## src/hw/rtl/rgba_to_hsv_convert_assert.svh

```systemverilog
// Assertion macros shared by the RGBA to HSV converter modules.
`ifndef RGBA_TO_HSV_CONVERT_ASSERT_SVH
`define RGBA_TO_HSV_CONVERT_ASSERT_SVH

// Checks that the consequent holds in the same cycle as the antecedent.
`define RTHSV_ASSERT_IMPLY(lbl, pre, post) \
	lbl: assert property (@(posedge clk) disable iff (!arst_n) (pre) |-> (post)) \
		else $error("rgba_to_hsv_convert: assertion failed");

// Checks that the consequent holds in the cycle after the antecedent.
`define RTHSV_ASSERT_NEXT(lbl, pre, post) \
	lbl: assert property (@(posedge clk) disable iff (!arst_n) (pre) |=> (post)) \
		else $error("rgba_to_hsv_convert: assertion failed");

`endif

```

## src/hw/rtl/rthsv_pkg.sv

```systemverilog
// Types and constants shared by the RGBA to HSV converter modules.
`default_nettype none

package rthsv_pkg;

	// Field widths.
	localparam int CHAN_W    = 8;
	localparam int PROD_W    = 16;
	localparam int HUE_W     = 9;
	localparam int SAT_W     = 16;

	// Hue numerator is below 360 * 65025, saturation numerator is 65535 * delta.
	localparam int HUE_NUM_W = 25;
	localparam int SAT_NUM_W = 32;

	// One quotient bit per divider stage.
	localparam int DIV_STAGES     = SAT_W;
	localparam int HUE_DIV_STAGES = HUE_W;

	// Hue constants in degrees.
	localparam int HUE_SECTOR = 60;
	localparam int HUE_FULL   = 360;

	// One classified pixel, as queued between the front and back ends.
	typedef struct packed {
		logic [PROD_W-1:0]    bright;
		logic [PROD_W-1:0]    delta;
		logic [HUE_NUM_W-1:0] hue_num;
		logic                 gray;
	} item_t;

endpackage

`default_nettype wire

```

## src/hw/rtl/rthsv_front.sv

```systemverilog
// Front end: alpha premultiply, max/min classification and hue numerator.
`default_nettype none

module rthsv_front (
	input  wire logic                                clk,
	input  wire logic                                arst_n,
	input  wire logic                                pix_valid,
	output logic                                     pix_ready,
	input  wire logic [rthsv_pkg::CHAN_W-1:0]        red_in,
	input  wire logic [rthsv_pkg::CHAN_W-1:0]        green_in,
	input  wire logic [rthsv_pkg::CHAN_W-1:0]        blue_in,
	input  wire logic [rthsv_pkg::CHAN_W-1:0]        alpha_in,
	input  wire logic                                q_full,
	output logic                                     push,
	output rthsv_pkg::item_t                         item
);

	localparam int PW = rthsv_pkg::PROD_W;
	localparam int NW = rthsv_pkg::HUE_NUM_W + 2;

	typedef enum logic [1:0] {
		SEC_RED,
		SEC_GREEN,
		SEC_BLUE
	} sector_t;

	logic            adv;
	logic            vld_s1, vld_s2, vld_s3;
	logic [PW-1:0]   red_s1, green_s1, blue_s1;
	logic [PW-1:0]   mx_s2, delta_s2;
	logic signed [PW:0] diff_s2;
	sector_t         sector_s2;
	rthsv_pkg::item_t item_s3;

	// Stage 2 combinational signals.
	logic [PW-1:0]      mx_c, mn_c;
	logic signed [PW:0] diff_c;
	sector_t            sector_c;

	// Stage 3 combinational signals.
	logic [rthsv_pkg::HUE_W-1:0]     base_c;
	logic [rthsv_pkg::HUE_NUM_W-1:0] base_prod_c;
	logic signed [NW-1:0]            scaled_diff_c, num_c;

	// The whole front moves as one; it holds while stage 3 holds a pixel and the queue is full.
	assign adv       = !vld_s3 || !q_full;
	assign pix_ready = adv;
	assign push      = vld_s3 && !q_full;
	assign item      = item_s3;

	// Valid bits of the three stages.
	always_ff @(posedge clk or negedge arst_n) begin
		if (!arst_n) begin
			vld_s1 <= 1'b0;
			vld_s2 <= 1'b0;
			vld_s3 <= 1'b0;
		end else if (adv) begin
			vld_s1 <= pix_valid;
			vld_s2 <= vld_s1;
			vld_s3 <= vld_s2;
		end
	end

	// Largest channel with red winning ties, then green; smallest channel.
	always_comb begin
		priority if (red_s1 >= green_s1 && red_s1 >= blue_s1) begin
			sector_c = SEC_RED;
			mx_c     = red_s1;
			diff_c   = $signed({1'b0, green_s1}) - $signed({1'b0, blue_s1});
		end else if (green_s1 >= blue_s1) begin
			sector_c = SEC_GREEN;
			mx_c     = green_s1;
			diff_c   = $signed({1'b0, blue_s1}) - $signed({1'b0, red_s1});
		end else begin
			sector_c = SEC_BLUE;
			mx_c     = blue_s1;
			diff_c   = $signed({1'b0, red_s1}) - $signed({1'b0, green_s1});
		end
		mn_c = red_s1;
		if (green_s1 < mn_c) mn_c = green_s1;
		if (blue_s1 < mn_c) mn_c = blue_s1;
	end

	// Hue numerator: sector offset times delta plus sixty times the difference.
	always_comb begin
		unique case (sector_s2)
			SEC_RED:   base_c = diff_s2 < 0 ? rthsv_pkg::HUE_W'(rthsv_pkg::HUE_FULL)
			                                : '0;
			SEC_GREEN: base_c = rthsv_pkg::HUE_W'(2 * rthsv_pkg::HUE_SECTOR);
			SEC_BLUE:  base_c = rthsv_pkg::HUE_W'(4 * rthsv_pkg::HUE_SECTOR);
			default:   base_c = '0;
		endcase
		base_prod_c   = rthsv_pkg::HUE_NUM_W'(base_c) * rthsv_pkg::HUE_NUM_W'(delta_s2);
		scaled_diff_c = NW'(diff_s2) * NW'(rthsv_pkg::HUE_SECTOR);
		num_c         = $signed({2'b00, base_prod_c}) + scaled_diff_c;
	end

	// Pipeline payload registers.
	always_ff @(posedge clk) begin
		if (adv) begin
			red_s1           <= PW'(red_in) * PW'(alpha_in);
			green_s1         <= PW'(green_in) * PW'(alpha_in);
			blue_s1          <= PW'(blue_in) * PW'(alpha_in);
			mx_s2            <= mx_c;
			delta_s2         <= mx_c - mn_c;
			diff_s2          <= diff_c;
			sector_s2        <= sector_c;
			item_s3.bright   <= mx_s2;
			item_s3.delta    <= delta_s2;
			item_s3.hue_num  <= num_c[rthsv_pkg::HUE_NUM_W-1:0];
			item_s3.gray     <= delta_s2 == '0;
		end
	end

endmodule

`default_nettype wire

```

## src/hw/rtl/rthsv_fifo.sv

```systemverilog
// Short queue of classified pixels between the front and back ends.
`default_nettype none

`include "rgba_to_hsv_convert_assert.svh"

module rthsv_fifo #(
	parameter int DEPTH = 4
) (
	input  wire logic             clk,
	input  wire logic             arst_n,
	input  wire logic             push,
	input  wire rthsv_pkg::item_t wdata,
	output logic                  full,
	input  wire logic             pop,
	output rthsv_pkg::item_t      rdata,
	output logic                  not_empty
);

	localparam int AW = $clog2(DEPTH);
	localparam int CW = $clog2(DEPTH + 1);

	rthsv_pkg::item_t mem_q [DEPTH];
	logic [AW-1:0]    wr_ptr_q, rd_ptr_q;
	logic [CW-1:0]    count_q;

	assign full      = count_q == CW'(DEPTH);
	assign not_empty = count_q != '0;
	assign rdata     = mem_q[rd_ptr_q];

	// Entry storage.
	always_ff @(posedge clk) begin
		if (push) begin
			mem_q[wr_ptr_q] <= wdata;
		end
	end

	// Pointers and fill count.
	always_ff @(posedge clk or negedge arst_n) begin
		if (!arst_n) begin
			wr_ptr_q <= '0;
			rd_ptr_q <= '0;
			count_q  <= '0;
		end else begin
			if (push) begin
				wr_ptr_q <= wr_ptr_q == AW'(DEPTH - 1) ? '0 : wr_ptr_q + 1'b1;
			end
			if (pop) begin
				rd_ptr_q <= rd_ptr_q == AW'(DEPTH - 1) ? '0 : rd_ptr_q + 1'b1;
			end
			unique case ({push, pop})
				2'b10:   count_q <= count_q + 1'b1;
				2'b01:   count_q <= count_q - 1'b1;
				default: count_q <= count_q;
			endcase
		end
	end

	// The front must never write into a full queue, the back never read an empty one.
	`RTHSV_ASSERT_IMPLY(a_push_room, push, count_q != CW'(DEPTH))
	`RTHSV_ASSERT_IMPLY(a_pop_data, pop, count_q != '0)
	`RTHSV_ASSERT_NEXT(a_push_fills, push && !pop, count_q != '0)

endmodule

`default_nettype wire

```

## src/hw/rtl/rthsv_back.sv

```systemverilog
// Back end: pipelined hue and saturation dividers and the output register.
`default_nettype none

`include "rgba_to_hsv_convert_assert.svh"

module rthsv_back (
	input  wire logic                                clk,
	input  wire logic                                arst_n,
	input  wire rthsv_pkg::item_t                    head,
	input  wire logic                                head_valid,
	output logic                                     pop,
	output logic                                     hsv_valid,
	input  wire logic                                hsv_ready,
	output logic [rthsv_pkg::HUE_W-1:0]              hue_deg,
	output logic [rthsv_pkg::SAT_W-1:0]              saturation_frac,
	output logic [rthsv_pkg::PROD_W-1:0]             brightness_raw
);

	localparam int NS  = rthsv_pkg::DIV_STAGES;
	localparam int NH  = rthsv_pkg::HUE_DIV_STAGES;
	localparam int PW  = rthsv_pkg::PROD_W;
	localparam int SW  = rthsv_pkg::SAT_W;
	localparam int HW  = rthsv_pkg::HUE_W;
	localparam int SNW = rthsv_pkg::SAT_NUM_W;
	localparam int HNW = rthsv_pkg::HUE_NUM_W;

	logic adv;

	// Per-stage pipeline registers, indexed by stage.
	logic           vld_s      [NS];
	logic [PW-1:0]  mx_s       [NS];
	logic           gray_s     [NS];
	logic [SW-1:0]  sat_quo_s  [NS];
	logic [HW-1:0]  hue_quo_s  [NS];
	logic [SNW-1:0] sat_rem_s  [NS-1];
	logic [HNW-1:0] hue_rem_s  [NH-1];
	logic [PW-1:0]  delta_s    [NH-1];

	// Output register.
	logic           hsv_valid_q;
	logic [HW-1:0]  hue_q;
	logic [SW-1:0]  sat_q;
	logic [PW-1:0]  bright_q;

	// All stages advance together unless a finished beat waits at the output.
	assign adv = !hsv_valid_q || hsv_ready;
	assign pop = adv && head_valid;

	for (genvar k = 0; k < NS; k++) begin : g_stage
		localparam int SB = NS - 1 - k;

		logic           vld_in;
		logic [PW-1:0]  mx_in;
		logic           gray_in;
		logic [SNW-1:0] sat_rem_in;
		logic [SW-1:0]  sat_quo_in;
		logic [HW-1:0]  hue_quo_in;
		logic [SNW-1:0] sat_den_sh;
		logic           sat_take;
		logic [SNW-1:0] sat_rem_nx;
		logic [SW-1:0]  sat_quo_nx;
		logic [HW-1:0]  hue_quo_nx;

		// Stage inputs: the queue head for the first stage, else the previous stage.
		if (k == 0) begin : g_first
			assign vld_in     = head_valid;
			assign mx_in      = head.bright;
			assign gray_in    = head.gray;
			assign sat_rem_in = {head.delta, {SW{1'b0}}} - SNW'(head.delta);
			assign sat_quo_in = '0;
			assign hue_quo_in = '0;
		end else begin : g_next
			assign vld_in     = vld_s[k-1];
			assign mx_in      = mx_s[k-1];
			assign gray_in    = gray_s[k-1];
			assign sat_rem_in = sat_rem_s[k-1];
			assign sat_quo_in = sat_quo_s[k-1];
			assign hue_quo_in = hue_quo_s[k-1];
		end

		// One restoring step of the saturation division.
		assign sat_den_sh = SNW'(mx_in) << SB;
		assign sat_take   = sat_rem_in >= sat_den_sh;
		assign sat_rem_nx = sat_take ? sat_rem_in - sat_den_sh : sat_rem_in;
		assign sat_quo_nx = sat_quo_in | (SW'(sat_take) << SB);

		// The hue quotient has fewer bits, so its steps run in the first stages only.
		if (k < NH) begin : g_hue
			localparam int HB = NH - 1 - k;

			logic [HNW-1:0] hue_rem_in;
			logic [PW-1:0]  delta_in;
			logic [HNW-1:0] hue_den_sh;
			logic           hue_take;
			logic [HNW-1:0] hue_rem_nx;

			if (k == 0) begin : g_hue_first
				assign hue_rem_in = head.hue_num;
				assign delta_in   = head.delta;
			end else begin : g_hue_next
				assign hue_rem_in = hue_rem_s[k-1];
				assign delta_in   = delta_s[k-1];
			end

			assign hue_den_sh = HNW'(delta_in) << HB;
			assign hue_take   = hue_rem_in >= hue_den_sh;
			assign hue_rem_nx = hue_take ? hue_rem_in - hue_den_sh : hue_rem_in;
			assign hue_quo_nx = hue_quo_in | (HW'(hue_take) << HB);

			if (k < NH - 1) begin : g_hue_keep
				always_ff @(posedge clk) begin
					if (adv) begin
						hue_rem_s[k] <= hue_rem_nx;
						delta_s[k]   <= delta_in;
					end
				end
			end
		end else begin : g_hue_done
			assign hue_quo_nx = hue_quo_in;
		end

		// Stage valid bit.
		always_ff @(posedge clk or negedge arst_n) begin
			if (!arst_n) begin
				vld_s[k] <= 1'b0;
			end else if (adv) begin
				vld_s[k] <= vld_in;
			end
		end

		// Stage payload.
		always_ff @(posedge clk) begin
			if (adv) begin
				mx_s[k]      <= mx_in;
				gray_s[k]    <= gray_in;
				sat_quo_s[k] <= sat_quo_nx;
				hue_quo_s[k] <= hue_quo_nx;
			end
		end

		if (k < NS - 1) begin : g_sat_keep
			always_ff @(posedge clk) begin
				if (adv) begin
					sat_rem_s[k] <= sat_rem_nx;
				end
			end
		end
	end

	// Output valid.
	always_ff @(posedge clk or negedge arst_n) begin
		if (!arst_n) begin
			hsv_valid_q <= 1'b0;
		end else if (adv) begin
			hsv_valid_q <= vld_s[NS-1];
		end
	end

	// Output payload; a gray pixel reports zero hue and saturation.
	always_ff @(posedge clk) begin
		if (adv) begin
			hue_q    <= gray_s[NS-1] ? '0 : hue_quo_s[NS-1];
			sat_q    <= gray_s[NS-1] ? '0 : sat_quo_s[NS-1];
			bright_q <= mx_s[NS-1];
		end
	end

	assign hsv_valid       = hsv_valid_q;
	assign hue_deg         = hue_q;
	assign saturation_frac = sat_q;
	assign brightness_raw  = bright_q;

	// Dividers only see in-range operands, and the hue stays below a full turn.
	`RTHSV_ASSERT_IMPLY(a_div_operands, pop, head.gray || (head.bright != '0 && head.delta <= head.bright))
	`RTHSV_ASSERT_IMPLY(a_hue_range, hsv_valid_q, hue_q < HW'(rthsv_pkg::HUE_FULL))

endmodule

`default_nettype wire

```

## src/hw/rtl/rgba_to_hsv_convert.sv

```systemverilog
// RGBA to HSV converter top level.
//
// Input channel pix_valid/pix_ready carries one 8-bit RGBA pixel per beat; the
// color channels are premultiplied by alpha. Output channel hsv_valid/hsv_ready
// carries one beat per pixel: hue_deg in whole degrees (0 to 359),
// saturation_frac (65535 means 1.0) and brightness_raw, the largest
// premultiplied channel. Results leave in input order.
// From an accepted pixel to its result on the output, a beat passes through
// three front stages (premultiply, classify, hue numerator), the queue
// and sixteen restoring divider stages plus the output register. The
// saturation quotient takes one bit per stage and sets the depth.
// Throughput is one pixel per cycle while hsv_ready stays high.
// When hsv_ready is low and a result waits, the back end holds; the queue of
// QUEUE_DEPTH entries then fills while the front keeps taking pixels, and
// pix_ready falls only once the queue is full and stage 3 holds a pixel.
// Reset clears all valid bits and the queue; no pixel is in flight afterward.
`default_nettype none

module rgba_to_hsv_convert #(
	parameter int QUEUE_DEPTH = 4
) (
	input  wire logic                                clk,
	input  wire logic                                arst_n,
	input  wire logic                                pix_valid,
	output logic                                     pix_ready,
	input  wire logic [rthsv_pkg::CHAN_W-1:0]        red_in,
	input  wire logic [rthsv_pkg::CHAN_W-1:0]        green_in,
	input  wire logic [rthsv_pkg::CHAN_W-1:0]        blue_in,
	input  wire logic [rthsv_pkg::CHAN_W-1:0]        alpha_in,
	output logic                                     hsv_valid,
	input  wire logic                                hsv_ready,
	output logic [rthsv_pkg::HUE_W-1:0]              hue_deg,
	output logic [rthsv_pkg::SAT_W-1:0]              saturation_frac,
	output logic [rthsv_pkg::PROD_W-1:0]             brightness_raw
);

	logic             push, q_full, pop, q_not_empty;
	rthsv_pkg::item_t push_item, head_item;

	rthsv_front u_front (
		.clk       (clk),
		.arst_n    (arst_n),
		.pix_valid (pix_valid),
		.pix_ready (pix_ready),
		.red_in    (red_in),
		.green_in  (green_in),
		.blue_in   (blue_in),
		.alpha_in  (alpha_in),
		.q_full    (q_full),
		.push      (push),
		.item      (push_item)
	);

	rthsv_fifo #(
		.DEPTH (QUEUE_DEPTH)
	) u_fifo (
		.clk       (clk),
		.arst_n    (arst_n),
		.push      (push),
		.wdata     (push_item),
		.full      (q_full),
		.pop       (pop),
		.rdata     (head_item),
		.not_empty (q_not_empty)
	);

	rthsv_back u_back (
		.clk             (clk),
		.arst_n          (arst_n),
		.head            (head_item),
		.head_valid      (q_not_empty),
		.pop             (pop),
		.hsv_valid       (hsv_valid),
		.hsv_ready       (hsv_ready),
		.hue_deg         (hue_deg),
		.saturation_frac (saturation_frac),
		.brightness_raw  (brightness_raw)
	);

endmodule

`default_nettype wire

```

## config.mk

```make
export PLATFORM = sky130hd
export DESIGN_NAME = rgba_to_hsv_convert
export DESIGN_NICKNAME = d
export VERILOG_FILES = /design/src/hw/rtl/rthsv_pkg.sv /design/src/hw/rtl/rthsv_front.sv /design/src/hw/rtl/rthsv_fifo.sv /design/src/hw/rtl/rthsv_back.sv /design/src/hw/rtl/rgba_to_hsv_convert.sv
export VERILOG_INCLUDE_DIRS = /design/src /design/src/hw/rtl
export SDC_FILE = /design/constraint.sdc
export NUM_CORES = 2
export LEC_CHECK = 0
export ABC_AREA = 1
export ABC_CLOCK_PERIOD_IN_PS = 36200
export BUFFER_PORTS_ARGS = -buffer_cell sky130_fd_sc_hd__buf_2
export CAP_MARGIN = 20
export CORE_MARGIN = 1.5
export CORE_UTILIZATION = 45
export CTS_BUF_LIST = sky130_fd_sc_hd__clkbuf_4 sky130_fd_sc_hd__clkbuf_8
export DETAILED_ROUTE_END_ITERATION = 8
export PLACE_DENSITY = 0.61
export REMOVE_ABC_BUFFERS = 1
export SYNTH_ARGS = -nofsm -noshare
export SYNTH_HDL_FRONTEND = slang
export SYNTH_SLANG_ARGS = --single-unit
```

## constraint.sdc

```tcl
create_clock -name clk -period 36.2 [get_ports clk]
set_clock_uncertainty 0.2 [all_clocks]
set_input_delay 7.24 -clock clk [delete_from_list [all_inputs] [get_ports clk]]
set_output_delay 7.24 -clock clk [all_outputs]
set_load 0.05 [all_outputs]
```

==> out/results.md <==
| Metric | Reported |
| --- | --- |
| Maximum fanout along the worst path | 24 |
| Vias in the first global route | 64400 |
| Maximum operating frequency | 90.1 MHz |
| Clock tree from TritonCTS | built |
| DR WL/cell | 16.7 um |
| Async set-or-reset flop fraction in the synthesized netlist | 1.54% |
| Detailed-router iteration count before antenna repair | 6 |
| RSZ-0062 raised after global routing | no |
| Cell types with the largest area share after synthesis | edfxtp_1 53%, ha_1 8.9%, nand2_1 6.2% |
| Worst Hold Depth | 0 |
| Drt drc | 0 |
| Count of standard-cell rows | 170 |
| Final period utilization | 30.7% |
| Post-layout min period | 11.10 ns |
| Number of storage elements in the synthesis netlist | 1748 |
| DIE WIDTH | 468 um |
| DRT Wirelength | 210000 um |
| Global-route usage over all layers | 19.2% |
| Crit-path leading delay family | adder cells |
| Post-CTS Setup Inserts | 0 |
| Level count of the clock H-tree | 5 |
| DP HPWL | 155000 um |
| Instance count of the mapped netlist | 9261 |
| Number of library cell types mapped by synthesis | 74 |
| Master of the slowest instance on the critical path | fa_1 |
| Critical path capture point type | register |
| Post-CTS Resized | 0 |
| Maximum number of pins on one net before global-route repair | 191 |
| Die ar. | 219000 um2 |
| Worst hold path class | reg2reg |
| Wire length of the first global-routing pass | 336000 um |
| Worst EP arrival | 11.65 ns |
| Clock slew seen by the registers of the worst setup and hold paths | 0.06 ns |
| Cell-by-cell trace of the critical path | buf_2 -> nand2_1 -> inv_1 -> fa_1 -> fa_1 -> inv_1 -> fa_1 -> fa_1 -> inv_1 -> ha_1 -> nand2_1 -> o21ai_0 -> nand3_1 -> nand2_1 -> nand3_1 -> nand2_1 -> a21oi_1 -> o21bai_1 -> a21oi_1 -> nor2_1 -> nor2_1 -> xor2_1 |
| Num CTS Buffers | 312 |
| Transition time at the pin with the least slew margin | 1.07 ns |
| Latest clock arrival within the worst-skew pair | 1.05 ns |
| Worst slew margin | 28.7% |
| Total grt overflow | 0 |
| Avg Inst Size Synth | 10.5 um2 |
| Number of DRC markers after the initial detailed-route iteration | 4339 |
| Proportion of layout cells with a drive suffix above 1 | 7.07% |
| Area of the core region | 215000 um2 |
| Clock Path Buffers | 4 |
| Hold bufs inserted after CTS | 0 |
| Required time of the critical path | 36.76 ns |
| Crit-path max cell delay | 0.56 ns |
| Final hold violation count | 0 |
| Total clock sinks | 1748 |
| Pins over their slew limit | 0 |
| Result of the run | finished clean |
| Category of the worst setup path launch point | input port |
| Yosys warning count | 0 |
| Seq. cell area | 52400 um2 |
| Number of flops mapped to enable cells by yosys | 1721 |
| Via-per-instance ratio | 5.13 |
| Overall die height | 468 um |
| Buffer and inverter count on the worst path | 4 |
| Total via count in the routed design | 64500 |
| Logic depth of the worst path, buffers included | 22 |
| Finish-stage setup viols | 0 |
| Summed instance area of the synthesized netlist | 97300 um2 |
| Antenna violations before repair | 1 |
| Root buf cell | clkbuf_8 |
| Number of max-cap violations | 0 |
| Filler Cells Inserted | 19300 |
| Largest area contributor in the synthesized netlist | edfxtp_1 |
| Critical path start-end classification | in2reg |
| RePlAce Congestion | 0.912 |
| Worst-case reg-to-reg path depth | 33 |
| Nets | 10500 |
| Antenna-violating nets left | 0 |
| Count of port buffers added during placement | 78 |
| Multi-input gate area in the final layout | 38800 um2 |
| Portion of the post-synthesis area used by sequential elements | 53.8% |
| I/O pins | 79 |
| Aggregate negative setup slack | 0 ns |
| Post-synth top area share | 53.1% |
| Layout overhead on the synthesized area | 9.79% |
| Initial Util | 45.3% |
| Dominant synthesized flop cell | edfxtp_1 |
area by class of cell:
class | count | share of cell area (%)
Antenna cell | 4 | 0.00937
Clock buffer | 408 | 4.75
Clock inverter | 112 | 0.744
Inverter | 1446 | 5.09
Multi-Input combinational cell | 5895 | 36.3
Sequential cell | 1748 | 49.0
Tap cell | 2838 | 3.32
Timing Repair Buffer | 124 | 0.724
synthesized netlist by cell type (9+ instances only):
library cell	instances
buf_2	17
nand2_2	19
nor2_1	688
o21bai_1	24
o21ai_0	550
o21ai_1	33
nand4_1	79
a221oi_1	12
fa_1	239
o21a_1	10
dfrtp_1	27
a21o_1	20
nand3_1	217
xnor2_1	275
clkbuf_2	12
o221ai_1	12
o31ai_1	9
a21boi_0	22
nor4_1	64
o211ai_1	34
a32oi_1	17
inv_1	1432
xor2_1	305
o22ai_1	40
a21oi_1	686
nor3_1	85
ha_1	689
a31oi_1	31
inv_2	10
nand3b_1	10
edfxtp_1	1721
clkbuf_1	130
or2_2	30
nand2_1	1600
a211oi_1	16
layout by cell type, fill, tap and decap left out, types with 40 or more instances in the layout:
master    Yosys  layout
clkinv_1      3      57
clkbuf_4      0      86
o21ai_0     550     550
nand2_1    1600    1600
ha_1        689     689
fa_1        239     239
nand4_1      79      79
buf_2        17      78
a21oi_1     686     686
nand3_1     217     216
clkbuf_8      0     322
buf_4         5      43
nor3_1       85      85
o22ai_1      40      40
nor4_1       64      64
inv_1      1432    1431
xnor2_1     275     275
edfxtp_1   1721    1721
nor2_1      688     681
xor2_1      305     305
worst reg2reg max path: cells and delay by family, from the launching register on:
kind	cells	cell delay, ns
xor+xnor	1	0.07
fa+ha+maj	3	0.98
flops	1	0.50
simple gates	18	2.50
buf+inv	5	0.74
compound gates	6	2.09
sequential cells by signal (all words and copies together) (netlist names), 17 cells and up:
register	cells
u_front.item	56
u_back.delta_s	128
u_back.sat_quo_s	136
u_back.mx_s	256
u_fifo.mem_q	224
u_front.diff_s2	17
u_back.sat_rem_s	472
u_back.hue_quo_s	108
u_back.hue_rem_s	185
metal layers:
layer / global-route usage, % / vias up / share of wire, %
li1: - / 32000 / -
met1: 23.8 / 30800 / 43
met2: 34.0 / 1326 / 50
met3: 3.00 / 390 / 4.1
met4: 6.74 / 0 / 3.1
met5: 0 / - / 0
kinds of logic after synthesis:
group | after synthesis | share of synthesized area [%]
simple gates | 2830 | 12.0
flops | 1748 | 53.8
buf+inv | 1618 | 6.35
compound gates | 1553 | 8.76
fa+ha+maj | 928 | 13.8
xor+xnor | 580 | 5.22
mux | 4 | 0.0450
stage by stage:
step                      utilization, %  hold WS (ns)  setup WS (ns)  std cells  cell area, um2
after CTS                           49.7         0.198          25.20      12600          107000
after global routing                49.7         0.191          24.74      12600          107000
after global placement              47.0         0.200          24.11      12100          101000
after detailed placement            47.0         0.205          24.06      12100          101000
final                               49.7         0.201          25.10      12600          107000
after floorplan                        -         0.200          0.689       9089           96500
path summary, 6_finish.rpt:
path                                                   start                           endpoint  slack (ns)
hold / removal             u_back.hue_quo_s[11][3]$_DFFE_PP_  u_back.hue_quo_s[12][3]$_DFFE_PP_        0.20
setup reg to reg               u_front.green_s1[8]$_DFFE_PP_     u_front.delta_s2[13]$_DFFE_PP_       28.84
hold reg to reg            u_back.hue_quo_s[11][3]$_DFFE_PP_  u_back.hue_quo_s[12][3]$_DFFE_PP_        0.20
min in group asynchronous                             arst_n         u_front.vld_s1$_DFFE_PN0P_        6.05
setup / recovery                                 alpha_in[3]     u_front.green_s1[15]$_DFFE_PP_       25.10
max in group asynchronous                             arst_n     u_fifo.rd_ptr_q[0]$_DFFE_PN0P_       29.28
Power is left out: the tool's default activity adds up to more than one toggle a clock period on the data nets, which glitch-free logic cannot reach.
